**src/hw/rtl/mck_pkg.sv**
```systemverilog
// ----------------------------------------------------------------------------
// mck_pkg: shared types, constants and Morse table for the character keyer
// Holds the packed Morse ROM, the character lookup and the sequencer codes.
// ----------------------------------------------------------------------------
package mck_pkg;

	localparam int DIT_W   = 16;
	localparam int LEVEL_W = 8;
	localparam int DUR_W   = 19;
	localparam int TONE_W  = 16;
	localparam int CHAR_W  = 8;
	localparam int CFG_W   = 16;
	localparam int CNT_W   = 3;
	localparam int BITS_W  = 6;
	localparam int MUL_W   = 3;
	localparam int ROM_DEPTH = 46;
	localparam int ROM_IDX_W = $clog2(ROM_DEPTH);

	localparam logic [DIT_W-1:0]   DIT_RESET   = 16'd60;
	localparam logic [LEVEL_W-1:0] LEVEL_RESET = 8'd127;

	// register indexes on the configuration port
	localparam logic REG_DIT_LENGTH = 1'b0;
	localparam logic REG_TONE_LEVEL = 1'b1;

	// dit multiples fed to the shared multiplier
	localparam logic [MUL_W-1:0] MUL_DIT     = 3'd1;
	localparam logic [MUL_W-1:0] MUL_DAH     = 3'd3;
	localparam logic [MUL_W-1:0] MUL_WORDGAP = 3'd7;

	typedef enum logic [1:0] {
		ST_IDLE = 2'b01,
		ST_EMIT = 2'b10
	} state_t;

	typedef enum logic [1:0] {
		KIND_MORSE   = 2'd0,
		KIND_SILENCE = 2'd1,
		KIND_TONE    = 2'd2
	} kind_t;

	localparam logic [7:0] MORSE_ROM [ROM_DEPTH] = '{
		8'h42, 8'h81, 8'h85, 8'h61, 8'h20, 8'h84, 8'h63, 8'h80, 8'h40, 8'h8E,
		8'h65, 8'h82, 8'h43, 8'h41, 8'h67, 8'h86, 8'h8B, 8'h62, 8'h60, 8'h21,
		8'h64, 8'h88, 8'h66, 8'h89, 8'h8D, 8'h83,
		8'hAA, 8'hF3, 8'hE1, 8'hEA, 8'hA9, 8'hBF, 8'hBE, 8'hBC, 8'hB8, 8'hB0,
		8'hA0, 8'hA1, 8'hA3, 8'hA7, 8'hAF, 8'hC7, 8'hD5, 8'hB1, 8'hCC, 8'hF5
	};

	// packed code for a character, zero when it has no Morse code
	function automatic logic [7:0] morse_lookup(input logic [CHAR_W-1:0] c);
		logic [CHAR_W-1:0]    uc;
		logic [CHAR_W-1:0]    diff;
		logic [ROM_IDX_W-1:0] idx;
		logic                 hit;
		uc   = c;
		diff = '0;
		idx  = '0;
		hit  = 1'b1;
		if (c inside {[8'd97:8'd122]}) begin
			uc = c - 8'd32;
		end
		if (uc inside {[8'd65:8'd90]}) begin
			diff = uc - 8'd65;
			idx  = diff[ROM_IDX_W-1:0];
		end else if (uc inside {[8'd43:8'd59]}) begin
			diff = uc - 8'd17;
			idx  = diff[ROM_IDX_W-1:0];
		end else if (uc == 8'd61) begin
			idx = ROM_IDX_W'(43);
		end else if (uc == 8'd63) begin
			idx = ROM_IDX_W'(44);
		end else if (uc == 8'd33) begin
			idx = ROM_IDX_W'(45);
		end else begin
			hit = 1'b0;
		end
		return hit ? MORSE_ROM[idx] : 8'h00;
	endfunction

endpackage

```
**src/hw/rtl/morse_character_keyer.sv**
```systemverilog
// ----------------------------------------------------------------------------
// morse_character_keyer: turns characters or tone requests into key segments
// A small sequencer walks the Morse code of one character and drives one
// shared dit multiplier to size each segment.
// ----------------------------------------------------------------------------
// Usage:
//   Input channel (in_valid/in_stall) takes one request: a character to send
//   (req_type 0) or a plain tone of tone_ms milliseconds (req_type 1).
//   Output channel (out_valid/out_stall) gives key segments: key_on, level,
//   duration in ms and last on the final segment of the request.
//   A character gives 2*n segments for n elements (at most 12), a tone or an
//   unmapped character gives one. The request beat moves the sequencer into
//   its emit state and each segment is registered in the output register;
//   the sequencer emits a single segment per cycle through the shared
//   multiplier unless the receiver stalls. in_stall is high while segments
//   remain to be emitted; the next request is taken while the final segment
//   still waits. When the receiver stalls, the output register holds and the
//   sequencer waits. Reset empties the output register, returns to idle and
//   loads dit_length 60 and tone_level 127. Configuration (cfg_we, cfg_index,
//   cfg_wdata) must be written only while idle; the block does not enforce it.
// ----------------------------------------------------------------------------
module morse_character_keyer (
	input  logic                         clk,
	input  logic                         arst_n,
	input  logic                         cfg_we,
	input  logic                         cfg_index,
	input  logic [mck_pkg::CFG_W-1:0]    cfg_wdata,
	input  logic                         in_valid,
	output logic                         in_stall,
	input  logic                         req_type,
	input  logic [mck_pkg::CHAR_W-1:0]   char_code,
	input  logic [mck_pkg::TONE_W-1:0]   tone_ms,
	output logic                         out_valid,
	input  logic                         out_stall,
	output logic                         key_on,
	output logic [mck_pkg::LEVEL_W-1:0]  level,
	output logic [mck_pkg::DUR_W-1:0]    duration,
	output logic                         last
);
	import mck_pkg::*;

	state_t              state_q;
	kind_t               kind_q;
	logic [DIT_W-1:0]    dit_q;
	logic [LEVEL_W-1:0]  tone_level_q;
	logic [TONE_W-1:0]   tone_q;
	logic [BITS_W-1:0]   bits_q;
	logic [CNT_W-1:0]    cnt_q;
	logic                gap_q;

	logic                out_valid_q;
	logic                key_on_q;
	logic [LEVEL_W-1:0]  level_q;
	logic [DUR_W-1:0]    duration_q;
	logic                last_q;

	logic                in_beat;
	logic                adv;
	logic [7:0]          code;
	logic [MUL_W-1:0]    mul;
	logic [DUR_W-1:0]    product;
	logic                seg_on;
	logic                seg_last;
	logic                seg_tone;

	assign in_stall = (state_q != ST_IDLE);
	assign in_beat  = in_valid && !in_stall;
	assign adv      = (state_q == ST_EMIT) && (!out_valid_q || !out_stall);
	assign code     = morse_lookup(char_code);

	// segment selection for the current step
	always_comb begin
		mul      = MUL_DIT;
		seg_on   = 1'b0;
		seg_last = 1'b0;
		seg_tone = 1'b0;
		case (kind_q)
			KIND_TONE: begin
				seg_on   = 1'b1;
				seg_last = 1'b1;
				seg_tone = 1'b1;
			end
			KIND_SILENCE: begin
				mul      = MUL_WORDGAP;
				seg_last = 1'b1;
			end
			KIND_MORSE: begin
				if (gap_q) begin
					mul = MUL_DIT;
				end else if (cnt_q != '0) begin
					seg_on = 1'b1;
					mul    = bits_q[0] ? MUL_DAH : MUL_DIT;
				end else begin
					mul      = MUL_DAH;
					seg_last = 1'b1;
				end
			end
			default: begin
				seg_last = 1'b1;
			end
		endcase
	end

	// shared dit multiplier
	assign product = {{(DUR_W-DIT_W){1'b0}}, dit_q} * {{(DUR_W-MUL_W){1'b0}}, mul};

	always_ff @(posedge clk or negedge arst_n) begin
		if (!arst_n) begin
			dit_q        <= DIT_RESET;
			tone_level_q <= LEVEL_RESET;
		end else if (cfg_we) begin
			case (cfg_index)
				REG_DIT_LENGTH: dit_q        <= cfg_wdata[DIT_W-1:0];
				REG_TONE_LEVEL: tone_level_q <= cfg_wdata[LEVEL_W-1:0];
				default: ;
			endcase
		end
	end

	always_ff @(posedge clk or negedge arst_n) begin
		if (!arst_n) begin
			state_q <= ST_IDLE;
			kind_q  <= KIND_MORSE;
			cnt_q   <= '0;
			gap_q   <= 1'b0;
		end else begin
			case (state_q)
				ST_IDLE: begin
					if (in_beat) begin
						state_q <= ST_EMIT;
						gap_q   <= 1'b0;
						if (req_type) begin
							kind_q <= KIND_TONE;
						end else if (code == 8'h00) begin
							kind_q <= KIND_SILENCE;
						end else begin
							kind_q <= KIND_MORSE;
						end
						if (code[7:6] == 2'b11) begin
							cnt_q <= CNT_W'(6);
						end else begin
							cnt_q <= code[7:5];
						end
					end
				end
				ST_EMIT: begin
					if (adv) begin
						if (seg_last) begin
							state_q <= ST_IDLE;
						end else if (gap_q) begin
							gap_q <= 1'b0;
						end else begin
							cnt_q <= cnt_q - 1'b1;
							gap_q <= (cnt_q > CNT_W'(1));
						end
					end
				end
				default: begin
					state_q <= ST_IDLE;
				end
			endcase
		end
	end

	// element bits and tone length, no reset needed
	always_ff @(posedge clk) begin
		if (in_beat) begin
			tone_q <= tone_ms;
			if (code[7:6] == 2'b11) begin
				bits_q <= code[5:0];
			end else begin
				bits_q <= {1'b0, code[4:0]};
			end
		end else if (adv && !gap_q && seg_on && !seg_tone) begin
			bits_q <= bits_q >> 1;
		end
	end

	always_ff @(posedge clk or negedge arst_n) begin
		if (!arst_n) begin
			out_valid_q <= 1'b0;
		end else if (adv) begin
			out_valid_q <= 1'b1;
		end else if (!out_stall) begin
			out_valid_q <= 1'b0;
		end
	end

	always_ff @(posedge clk) begin
		if (adv) begin
			key_on_q   <= seg_on;
			level_q    <= seg_on ? tone_level_q : '0;
			duration_q <= seg_tone ? {{(DUR_W-TONE_W){1'b0}}, tone_q} : product;
			last_q     <= seg_last;
		end
	end

	assign out_valid = out_valid_q;
	assign key_on    = key_on_q;
	assign level     = level_q;
	assign duration  = duration_q;
	assign last      = last_q;

`ifndef SYNTHESIS
	a_beat_starts_emit: assert property (@(posedge clk) disable iff (!arst_n)
		in_beat |=> (state_q == ST_EMIT))
		else $error("request beat did not start emission");

	a_cnt_range: assert property (@(posedge clk) disable iff (!arst_n)
		(state_q == ST_EMIT) |-> (cnt_q <= CNT_W'(6)))
		else $error("element count out of range");

	a_silent_level: assert property (@(posedge clk) disable iff (!arst_n)
		(out_valid && !key_on) |-> (level == '0))
		else $error("nonzero level on a silent segment");

	a_gap_only_morse: assert property (@(posedge clk) disable iff (!arst_n)
		gap_q |-> (state_q == ST_EMIT) && (kind_q == KIND_MORSE))
		else $error("element gap pending outside Morse emission");
`endif

endmodule

```
**config.mk**
```make
export PLATFORM = sky130hd
export DESIGN_NAME = morse_character_keyer
export DESIGN_NICKNAME = d
export VERILOG_FILES = /design/src/hw/rtl/mck_pkg.sv /design/src/hw/rtl/morse_character_keyer.sv
export SDC_FILE = /design/constraint.sdc
export NUM_CORES = 1
export LEC_CHECK = 0
export BUFFER_PORTS_ARGS = -buffer_cell sky130_fd_sc_hd__buf_2
export CAP_MARGIN = 20
export CORE_MARGIN = 3
export CORE_UTILIZATION = 50
export DETAILED_ROUTE_END_ITERATION = 6
export PLACE_DENSITY = 0.77
export SYNTH_ARGS = -nofsm -noshare
export SYNTH_HDL_FRONTEND = slang
export SYNTH_SLANG_ARGS = --single-unit
```
**constraint.sdc**
```tcl
create_clock -name clk -period 4.9 [get_ports clk]
set_clock_uncertainty 0.15 [all_clocks]
set_input_delay 0.98 -clock clk [delete_from_list [all_inputs] [get_ports clk]]
set_output_delay 0.98 -clock clk [all_outputs]
set_load 0.02 [all_outputs]
```
== Word-level counts from Yosys, hierarchy flattened ==
Memories as Yosys holds them, arrays and structs flattened.
Index checks and enable logic that the tools add are counted.
W data, S select, Z words.
Word-level totals
  ROM bits: 512
  flip-flop bits (word level): 84
  input port bits: 47
  memories kept: 1
  output and inout bits: 31
Cells by class
  multiply operators: 1
  $lt $le $gt $ge: 8
  multiplexer cells: 48
  eq/ne operators: 15
  add/subtract/negate cells: 4
  bitwise logic cells: 2
  reductions and logical operators: 25
Memory list
  (name not given): words 64, bits a word 8, rd ports 1, clocked after memory_dff 0, write ports 0, line mck_pkg.sv:78  | return hit ? MORSE_ROM[idx] : 8'h00;
Operators with widths (number)
  $mux W6: 8
  $mux W8: 4
  $eq A8 B6 Y1 const B: 3
  $mul A16 B3 Y19: 1
  $mux W1: 18
  $ge A8 B7 Y1 const B: 2
  $le A8 B7 Y1 const B: 2
  $mux W16: 1
  $mux W3: 5
  $mux W2: 7
  $pmux W3 S2: 2
  $ne A2 B2 Y1 const B: 5
  $ge A8 B6 Y1 const B: 1
  $le A8 B6 Y1 const B: 1
  $logic_and A1 B1 Y1: 8
  $logic_not A8 Y1: 1
  $sub A8 B6 Y8 const B: 1
  $ge A7 B7 Y1 const B: 1
  $not A6 Y7: 1
  $eq A2 B2 Y1 const B: 3
  $reduce_and A2 Y1: 3
  $sub A6 B1 Y6 const B: 1
  $sub A6 B5 Y6 const B: 1
  $logic_not A1 Y1: 5
  14 further kinds: 18

== Longest topological paths before layout ==
Gate-level depths: netlist of run 1.
  word-level depth: 18
  gate-level depth with buffers: 22
  depth with buffers taken out: 22

== Worst setup path before layout of run 1 ==
Ideal clock, no wire load.
  path type: flip-flop to flip-flop
  from: register cnt_q[0]
  to: register duration_q[15], in the netlist duration[15] (data pin)
  path buffers: 1
  data arrival time: 3.910 ns
  data required time: 4.481 ns
  stages on the path, launching flop included: 21
  setup slack: 0.571 ns
  cells stage by stage: dfrtp_1 inv_1 ha_1 nor2b_1 nor2_1 nor2_1 nor2_1 nor2_1 clkbuf_1 nand2_1 fa_1 inv_1 ha_1 a21oi_1 o21ai_0 a211oi_1 o31ai_1 o21ai_0 o21bai_1 a2111oi_0 nor3_1
On the way
  cells in the longest elaborated chain, start to end: 6
RTL lines
  start: declaration: line morse_character_keyer.sv:48  | logic [CNT_W-1:0] cnt_q;
  start signal: assignment: line morse_character_keyer.sv:142  | cnt_q <= code[7:5];
  start signal: assignment: line morse_character_keyer.sv:153  | cnt_q <= cnt_q - 1'b1;
  $reduce_bool A3 Y1: line morse_character_keyer.sv:90  | end else if (cnt_q != '0) begin
  $mux W2: line morse_character_keyer.sv:90
  $mux W2: line morse_character_keyer.sv:88  | if (gap_q) begin
  $pmux W3 S2: line morse_character_keyer.sv:77  | case (kind_q)
  $mul A16 B3 Y19: line morse_character_keyer.sv:105  | assign product = {{(DUR_W-DIT_W){1'b0}}, dit_q} * {{(DUR_W-MUL_W){1'b0}}, mul};
  $mux W16: line morse_character_keyer.sv:193  | duration_q <= seg_tone ? {{(DUR_W-TONE_W){1'b0}}, tone_q} : product;
  end signal: assignment: line morse_character_keyer.sv:193
  end: declaration: line morse_character_keyer.sv:54  | logic [DUR_W-1:0] duration_q;
No other way between the ends.
A chain may end at the register's enable or synchronous reset.

== Worst setup path in the final report of run 1 ==
  from: register cnt_q[0]
  to: register duration_q[16], in the netlist duration[16] (data pin)
On the way
  cells in the longest elaborated chain, start to end: 5
RTL lines (line)
  $reduce_bool A3 Y1: morse_character_keyer.sv:90
  $mux W2: morse_character_keyer.sv:90
  $mux W2: morse_character_keyer.sv:88
  $pmux W3 S2: morse_character_keyer.sv:77
  $mul A16 B3 Y19: morse_character_keyer.sv:105
No other way between the ends.

==> flow_summary.json, run 1 <==
{
  "critical-path-top-delay-family": "compound AO/OA/AOI/OAI gates",
  "tritoncts": "built",
  "syn2layout_area_growth_pct": 15.9,
  "drc_errors": 0,
  "design_area_mm2": 0.00661,
  "synth_area_leaders": "edfxtp_1 27%, dfrtp_1 9.2%, ha_1 7.5%, dfstp_2 5.5%, fa_1 5.3%",
  "core_region_area_mm2": 0.0110,
  "grt-ovfl-total": 0,
  "worst-path-buf-inv": 4,
  "drive_gt1_share_pct": 23.2,
  "min_period_ns": 4.53,
  "num_io_pins": 78,
  "clkTransAtPathRegs_ns": 0.06,
  "gr-usage-all-layers_pct": 20.3,
  "first_iter_violations": 362,
  "final_net_count": 763,
  "p_per_area_mw_per_mm2": 507,
  "clock-sinks": 84,
  "cts_buffers": 9,
  "grt_max_degree": 34,
  "crit_fanout": 7,
  "dieHeight_um": 113,
  "crit_chain": "inv_1 > ha_1 > nor2b_2 > nor2_1 > nor2_1 > nor2_1 > nor2_1 > buf_6 > nand2_1 > fa_1 > inv_1 > ha_1 > inv_1 > fa_1 > nor2b_1 > o21ai_0 > a21boi_1 > o21ai_0 > a21oi_2 > o2111ai_1 > a31o_2 > o31a_1 > and3_1",
  "yosysTopAreaCell": "edfxtp_1",
  "start_kind": "flip-flop",
  "via_count": 4554,
  "diodes": 0,
  "slew_viol_final": 0,
  "finalNonFillerCells": 812,
  "timing.setup.tns_ns": 0,
  "synth_top_area_share_pct": 26.9,
  "worst_hold_slack_ns": 0.349,
  "synth.yosys.warnings": 0,
  "ys_seq_area_share_pct": 41.6,
  "grt_pass1_vias": 4491,
  "cp_slowest_cell": "fa_1",
  "fin_crit_sh_pct": 92.4,
  "rows": 38,
  "worst_pin_slew_ns": 1.09,
  "arrival_ns": 4.47,
  "rsz0062_at_grt": "no",
  "ant_nets": 0,
  "yosys-top-cells-count": "80 x nand2_1, 67 x inv_1, 51 x edfxtp_1, 43 x nor2_1, 34 x ha_1",
  "initial_utilization_pct": 51.9,
  "syn_nets": 687,
  "yosysMostFrequentCell": "nand2_1",
  "syn_area_mm2": 0.00570,
  "hold_depth": 1,
  "ys_seq_elements": 84,
  "fmax_ghz": 0.221,
  "clk_path_buf_depth": 2,
  "route.detailed.wl_per_inst_um": 15.3,
  "syn_inst": 591,
  "dpl.cell_count": 791,
  "routed_wl_um": 12400,
  "viasPerCell": 5.61,
  "maxCapViolations": 0,
  "dieArea_mm2": 0.0127,
  "critPathKind": "flip-flop to flip-flop",
  "gp_congestion": 0.943,
  "p_leak_nw": 2.92,
  "worstSetupEndpointType": "flip-flop",
  "finalHoldViolations": 0,
  "die_w_um": 113,
  "worstPathRequired_ns": 4.84,
  "ys.flop_type": "edfxtp_1",
  "antenna_found_initial": 0,
  "crit_path_frequent_cell": "nor2_1",
  "synthArstFlopShare_pct": 39.3,
  "slew_headroom_pct": 27.5,
  "synth_edf_count": 51,
  "vdd_drop_max_v": 0.000294,
  "io_buffers": 77,
  "clockRootBuffer": "clkbuf_16",
  "ff2ff_setup_slack_ns": 0.37,
  "placed_area_mm2": 0.00619,
  "setup_viol": 0,
  "drtPass1Iterations": 4,
  "status": "finished clean",
  "h-tree-depth": 3,
  "post-dp-hpwl_um": 9110,
  "clkLatencyLatePin_ns": 0.34,
  "avgSynthCellArea_um2": 9.64,
  "path_depth": 23,
  "yosysUniqueCellTypes": 71,
  "rr_worst_depth": 23,
  "grt_pass1_wl_um": 21000,
  "holdBufCountCts": 0,
  "slowest_delay_ns": 0.44,
  "hold_path.class": "flip-flop to flip-flop"
}
## worst reg2reg max path, cell delays in order (launching register included)
cell       delay (ns)
dfrtp_1          0.40
inv_1            0.12
ha_1             0.15
nor2b_2          0.16
nor2_1           0.05
nor2_1           0.09
nor2_1           0.07
nor2_1           0.12
buf_6            0.13
nand2_1          0.07
fa_1             0.44
inv_1            0.07
ha_1             0.16
inv_1            0.06
fa_1             0.41
nor2b_1          0.13
o21ai_0          0.11
a21boi_1         0.19
o21ai_0          0.14
a21oi_2          0.20
o2111ai_1        0.15
a31o_2           0.26
o31a_1           0.29
and3_1           0.16
## layout by cell type (no fill, tap or decap), drive strengths merged, types with 3 or more instances in the layout
master / count
a211oi: 6
o31ai: 12
a21boi: 3
nor2: 44
clkbuf: 13
a21oi: 23
edfxtp: 51
nor3: 14
and2: 9
ha: 34
a21o: 5
nor2b: 15
dfstp: 12
o21ai: 35
nand3: 10
buf: 89
a31oi: 8
inv: 67
o211ai: 8
xnor2: 9
mux2: 15
or3: 3
nand2b: 6
o31a: 3
xor2: 5
o211a: 3
o21a: 3
nand2: 81
o22ai: 4
and3: 5
mux2i: 5
dfrtp: 21
fa: 15
## layer usage
metal	up-vias	share of wire (%)	GRT usage (%)
met4	0	2.4	8.65
met3	24	5.9	3.64
li1	2207	-	-
met1	2177	42	26.4
met5	-	0	0
met2	146	50	33.4
## sequential cells by signal, summed over array words and instances, names as in the netlist
register / flops
out_valid: 1
kind_q: 2
gap_q: 1
cnt_q: 3
level: 8
state_q: 2
last: 1
tone_q: 16
tone_level_q: 8
dit_q: 16
bits_q: 6
duration: 19
key_on: 1
## metrics by stage
stage | utilization, % | power (W) | worst slack [ns]
final | 60.2 | 0.00335 | 0.372
after global routing | 60.2 | 0.00361 | 0.0483
after CTS | 59.3 | 0.00332 | 0.0752
after detailed placement | 56.4 | 0.00257 | 0.118
after global placement | 56.4 | 0.00252 | 0.381
after floorplan | - | 0.00220 | 0.571
## power by group
group / leakage (nW) / switching [W] / internal (W) / total, W
sequential: 0.861 / 0.0000783 / 0.00103 / 0.00111
clock: 0.160 / 0.000269 / 0.000455 / 0.000724
combinational: 1.90 / 0.000924 / 0.000594 / 0.00152
total: 2.92 / 0.00127 / 0.00208 / 0.00335
## layout make-up
cell class / instances / area (µm²)
Clock buffer: 13 / 283
Clock inverter: 3 / 40.0
Fill cell: 924 / 4380
Inverter: 67 / 251
Multi-Input combinational cell: 416 / 2980
Sequential cell: 84 / 2370
Tap cell: 140 / 175
Timing Repair Buffer: 89 / 507
## worst paths after layout
| check | from | end |
|---|---|---|
| max in group asynchronous | arst_n | dit_q[12] |
| max reg2reg | cnt_q[0] | duration[16] |
| max | cnt_q[0] | duration[16] |
| min in group asynchronous | arst_n | kind_q[0] |
| min reg2reg | tone_level_q[7] | tone_level_q[7] |
| min | tone_level_q[7] | tone_level_q[7] |
## timing repair
action / in CTS / in global routing
setup endpoints to repair: 0 / 7
setup buffers: 0 / 3
gates resized for setup: 0 / 9
## cells by family after synthesis
group | synth area share (%)
xor gates and xnor gates | 2.15
and+or+nand+nor | 16.3
buffers and inverters | 6.54
muxes | 3.97
adders and majority gates | 12.7
DFF | 41.6
AOI/OAI and AO/OA | 16.7
Note: power is estimated with default switching activity, not from simulation.
==> run 2: changes to the inputs <==
CTS_BUF_LIST = sky130_fd_sc_hd__clkbuf_4 sky130_fd_sc_hd__clkbuf_8   (was not set)
RECOVER_POWER = 50   (was not set)
==> flow_summary.json, run 2 (same netlist as run 1, synthesis figures left out) <==
{
  "dieHeight_um": 113,
  "drt-met1-wl_um": 5390,
  "wl_met3_um": 640,
  "setup_ws_ns": 0.355,
  "dp_slack_ns": 0.118,
  "die_w_um": 113,
  "finalNonFillerCells": 812,
  "grt_pass1_vias": 4460,
  "route.met2.wl_um": 6120,
  "via_count": 4521,
  "maxCapViolations": 1,
  "timing.rr.end": "duration[16]",
  "hold_path.class": "flip-flop to flip-flop",
  "arrival_ns": 4.51,
  "gp_congestion": 0.943,
  "post-dp-hpwl_um": 9110,
  "final_net_count": 763,
  "num_io_pins": 78,
  "tritoncts": "built",
  "worstSetupEndpointType": "flip-flop",
  "h-tree-depth": 3,
  "setup_viol": 0,
  "vdd_drop_max_v": 0.000281,
  "clock-sinks": 84,
  "initial_utilization_pct": 51.9,
  "drc_errors": 0,
  "min_period_ns": 4.55,
  "rr_worst_depth": 23,
  "rows": 38,
  "crit_chain": "inv_1 > ha_1 > nor2b_2 > nor2_1 > nor2_1 > nor2_1 > nor2_1 > buf_6 > nand2_1 > fa_1 > inv_1 > ha_1 > inv_1 > fa_1 > nor2b_1 > o21ai_0 > a21boi_1 > o21ai_0 > a21oi_2 > o2111ai_1 > a31o_2 > o31a_1 > and3_1",
  "start_kind": "flip-flop",
  "drive_gt1_share_pct": 22.6,
  "final_common_cell": "nand2_1",
  "core_region_area_mm2": 0.0110,
  "clk_path_buf_depth": 2,
  "failed_checks": "capacitance limit, slew limit",
  "routed_wl_um": 12400,
  "worstPathRequired_ns": 4.87,
  "status": "finished, violations left",
  "worst-path-buf-inv": 4,
  "syn2layout_area_growth_pct": 13.6,
  "cp_slowest_cell": "fa_1",
  "io_buffers": 77,
  "r2r-start": "cnt_q[0]",
  "critical-path-top-delay-family": "compound AO/OA/AOI/OAI gates",
  "hold_depth": 1,
  "diodes": 0,
  "grt_pass1_wl_um": 20900,
  "first_iter_violations": 367,
  "largest_register_ffs": 19,
  "dieArea_mm2": 0.0127,
  "p_per_area_mw_per_mm2": 495,
  "drtPass1Iterations": 5,
  "clkTransAtPathRegs_ns": 0.08,
  "clkLatencyLatePin_ns": 0.36,
  "crit_path_frequent_cell": "nor2_1",
  "ant_nets": 0,
  "worstSetupStartpoint": "cnt_q[0]",
  "fin_crit_sh_pct": 92.8,
  "gr-usage-all-layers_pct": 20.1,
  "ff2ff_setup_slack_ns": 0.35,
  "critPathKind": "flip-flop to flip-flop",
  "viasPerCell": 5.57,
  "route.detailed.wl_per_inst_um": 15.3,
  "fmax_ghz": 0.220,
  "grt-ovfl-total": 0,
  "slowest_delay_ns": 0.44,
  "dpl.cell_count": 791,
  "path_depth": 23,
  "antenna_found_initial": 0,
  "final_cell_mix": "80 x nand2_1, 76 x buf_2, 67 x inv_1, 51 x edfxtp_1, 43 x nor2_1",
  "finalHoldViolations": 0,
  "cts_buffers": 9,
  "hold_path_end": "tone_level_q[7]",
  "worst_hold_slack_ns": 0.353,
  "worst_pin_slew_ns": 1.76,
  "grt_max_degree": 34,
  "crit_fanout": 7,
  "routed.top_layer": "met4",
  "slew_headroom_pct": -17.3,
  "holdBufCountCts": 0,
  "p_leak_nw": 2.87,
  "slew_viol_final": 34,
  "hold_start": "tone_level_q[7]",
  "clockRootBuffer": "clkbuf_8"
}
[run 2: changes by cell type in the layout (fill, tap and decap cells not counted), moves of 2 or more]
cell,change
clkbuf_16,-11
clkbuf_8,+9
bufinv_16,+2
clkbuf_4,+2
[run 2: cell type report]
cell class,count,area (µm²)
clock inverters,5,100
clock buffers,11,139
fillers,948,4510
flip-flops and latches,84,2370
multi-input cells,416,2970
well taps,140,175
inverters,67,251
repair buffers,89,470
[run 2: worst reg2reg max path: cells and delay by family (launching register included)]
family	cells	cell delay (ns)
flip-flops	1	0.40
AO/OA/AOI/OAI	7	1.36
adder cells (fa/ha/maj)	4	1.17
AND/OR/NAND/NOR	8	0.85
buffers and inverters	4	0.38
[run 2: report_power, final]
group | leakage, nW | total [W] | internal (W) | switching, W
combinational | 1.88 | 0.00150 | 0.000580 | 0.000920
clock | 0.124 | 0.000600 | 0.000349 | 0.000252
sequential | 0.861 | 0.00111 | 0.00103 | 0.0000779
total | 2.87 | 0.00321 | 0.00196 | 0.00125
[run 2: repair_timing]
item / 4_1_cts / 5_1_grt
gates resized for setup: 0 / 7
setup endpoints to repair: 0 / 7
setup buffers: 0 / 3
[run 2: worst max path at each step]
| stage | endpoint | slack [ns] |
|---|---|---|
| CTS | duration[16] | 0.06 |
| floorplan | duration[15] | 0.57 |
| global route | duration[15] | -0.03 |
| global placement | duration[16] | 0.38 |
| detailed placement | duration[16] | 0.12 |
| finish | duration[16] | 0.35 |
[run 2: per-stage QoR]
step,util (%),setup TNS [ns],area (µm²),total power [W]
final,59.0,0,6470,0.00321
after global routing,59.0,-0.0462,6470,0.00347
after CTS,58.6,0,6430,0.00319
after detailed placement,56.4,0,6190,0.00257
after global placement,56.4,0,6190,0.00252
after floorplan,-,0,5700,0.00220
[run 2: per-layer routing]
layer  track usage [%]  up-vias
li1                  -     2209
met1              26.5     2158
met2              32.8      128
met3              4.28       26
met4              7.77        0
met5                 0        -
==> run 3: changes to the inputs <==
CELL_PAD_IN_SITES_DETAIL_PLACEMENT = 0   (was not set)
CELL_PAD_IN_SITES_GLOBAL_PLACEMENT = 1   (was not set)
CORE_UTILIZATION = 40   (was 50)
PLACE_DENSITY = 0.79   (was 0.77)
==> flow_summary.json, run 3 (same netlist as run 1, synthesis figures left out) <==
{
  "worst_pin_slew_ns": 1.88,
  "drive_gt1_share_pct": 21.8,
  "rsz0062_at_grt": "no",
  "fmax_ghz": 0.222,
  "seqPwrFrac_pct": 35.6,
  "maxCapViolations": 1,
  "drc_errors": 0,
  "dieHeight_um": 125,
  "grt_pass1_wl_um": 21900,
  "status": "finished, violations left",
  "dpl.cell_count": 829,
  "sw_frac_of_total_pct": 40.4,
  "holdBufCountCts": 0,
  "drtPass1Iterations": 4,
  "setup_viol": 0,
  "dieArea_mm2": 0.0157,
  "tritoncts": "built",
  "rr_worst_depth": 23,
  "die_w_um": 125,
  "clock-sinks": 84,
  "first_iter_violations": 358,
  "min_period_ns": 4.50,
  "clk_path_buf_depth": 2,
  "critPathKind": "flip-flop to flip-flop",
  "failed_checks": "capacitance limit, slew limit",
  "start_kind": "flip-flop",
  "vdd_drop_max_v": 0.000173,
  "finalNonFillerCells": 849,
  "path_depth": 23,
  "viasPerCell": 5.28,
  "clkLatencyLatePin_ns": 0.37,
  "final_common_cell": "nand2_1",
  "via_count": 4480,
  "final_net_count": 764,
  "timing.setup.tns_ns": 0,
  "ant_nets": 0,
  "grt_pass1_vias": 4519,
  "cts_buffers": 9,
  "largest_register_ffs": 19,
  "syn2layout_area_growth_pct": 13.8,
  "antenna_found_initial": 0,
  "initial_utilization_pct": 41.9,
  "io_buffers": 77,
  "multi_input_area_mm2": 0.00297,
  "clkTransAtPathRegs_ns": 0.09,
  "crit_path_frequent_cell": "nor2_1",
  "seq_area_mm2": 0.00237,
  "critical-path-top-delay-family": "compound AO/OA/AOI/OAI gates",
  "power.switching_w": 0.00126,
  "clockRootBuffer": "clkbuf_8",
  "share_comb_of_total_power_pct": 48.0,
  "crit_chain": "inv_2 > ha_1 > nor2b_2 > nor2_1 > nor2_1 > nor2_1 > nor2_1 > buf_6 > nand2_1 > fa_1 > inv_1 > ha_1 > inv_1 > fa_1 > nor2b_1 > o21ai_0 > a21boi_1 > o21ai_1 > a21oi_2 > o2111ai_1 > a31o_2 > o31a_1 > and3_1",
  "worst-path-buf-inv": 4,
  "crit_fanout": 9,
  "grt-ovfl-total": 0,
  "p_per_area_mw_per_mm2": 481,
  "grt_max_degree": 34,
  "p_int_w": 0.00186,
  "p_leak_nw": 2.83,
  "num_io_pins": 78,
  "cp_slowest_cell": "fa_1",
  "diodes": 0,
  "worstSetupEndpointType": "flip-flop",
  "slew_viol_final": 34,
  "arrival_ns": 4.46,
  "rows": 42,
  "post-dp-hpwl_um": 9680,
  "final_cell_mix": "80 x nand2_1, 67 x buf_2, 66 x inv_1, 51 x edfxtp_1, 43 x nor2_1",
  "worstPathRequired_ns": 4.86,
  "pwr-share-clk_pct": 16.5,
  "hold_path.class": "flip-flop to flip-flop",
  "slew_headroom_pct": -25.2,
  "gr-usage-all-layers_pct": 16.8,
  "fill_cells": 1298,
  "hold_depth": 1,
  "fin_crit_sh_pct": 91.8,
  "routed_wl_um": 12900,
  "core_region_area_mm2": 0.0136,
  "h-tree-depth": 3,
  "route.detailed.wl_per_inst_um": 15.2,
  "gp_congestion": 0.870,
  "slowest_delay_ns": 0.42,
  "finalHoldViolations": 0
}
run 3: cell count changes in the layout (fill, tap and decap cells not counted), moves of 2 or more:
cell,before,now
inv_6,0,5
bufinv_16,3,1
clkbuf_4,2,0
buf_2,76,67
buf_4,9,11
clkbuf_1,3,11
run 3: worst paths after layout:
path                            startpoint              end  slack [ns]
max in group asynchronous           arst_n        dit_q[14]        2.54
min in group asynchronous           arst_n         dit_q[8]        0.97
min reg2reg                tone_level_q[7]  tone_level_q[7]        0.36
min                        tone_level_q[7]  tone_level_q[7]        0.36
max reg2reg                       cnt_q[0]     duration[16]        0.40
max                               cnt_q[0]     duration[16]        0.40
run 3: layout make-up:
class,instances,area share (%)
inverter,67,3.88
clock inverter,7,1.22
timing repair buffer,90,7.25
tap,176,3.40
sequential,84,36.6
clock buffer,9,1.91
multi-input combinational,416,45.8
run 3: worst register-to-register path: stages, from the launching register on:
cell and delay [ns]:
dfrtp_1 0.40, inv_2 0.07, ha_1 0.19, nor2b_2 0.16, nor2_1 0.08, nor2_1 0.04
nor2_1 0.14, nor2_1 0.07, buf_6 0.15, nand2_1 0.09, fa_1 0.42, inv_1 0.07
ha_1 0.17, inv_1 0.06, fa_1 0.39, nor2b_1 0.12, o21ai_0 0.11, a21boi_1 0.20
o21ai_1 0.11, a21oi_2 0.19, o2111ai_1 0.16, a31o_2 0.26, o31a_1 0.28, and3_1 0.16
run 3: power by group through the flow:
| stage | registers, W | logic (W) | clock network [W] |
|---|---|---|---|
| 6_report | 0.00111 | 0.00150 | 0.000514 |
| 4_1_cts | 0.00111 | 0.00147 | 0.000534 |
| 3_5_place_dp | 0.00113 | 0.00146 | 0 |
| 2_1_floorplan | 0.00117 | 0.00102 | 0 |
| 5_1_grt | 0.00113 | 0.00171 | 0.000562 |
| 3_3_place_gp | 0.00112 | 0.00144 | 0 |
run 3: routing by layer:
metal / GRT usage (%) / wire length, µm / share of wire, % / up-vias
met1: 23.2 / 6080 / 47 / 2167
met3: 3.37 / 603 / 4.7 / 10
met5: 0 / 0 / 0 / -
li1: - / - / - / 2210
met2: 27.6 / 6100 / 47 / 93
met4: 3.38 / 108 / 0.84 / 0
run 3: per-stage QoR:
step / utilization (%) / instance area [µm²] / hold WS, ns / power (W) / worst slack, ns
2_1_floorplan: - / 5700 / 0.321 / 0.00220 / 0.571
3_3_place_gp: 45.9 / 6250 / 0.332 / 0.00256 / 0.220
3_5_place_dp: 45.9 / 6250 / 0.342 / 0.00259 / 0.146
4_1_cts: 47.4 / 6460 / 0.363 / 0.00312 / 0.107
5_1_grt: 47.7 / 6490 / 0.378 / 0.00340 / 0.0136
6_report: 47.7 / 6490 / 0.360 / 0.00312 / 0.402
run 3: what timing repair did:
item,CTS,global route
setup buffers,0,3
endpoints found under the setup margin,0,6
gates resized for setup,0,9
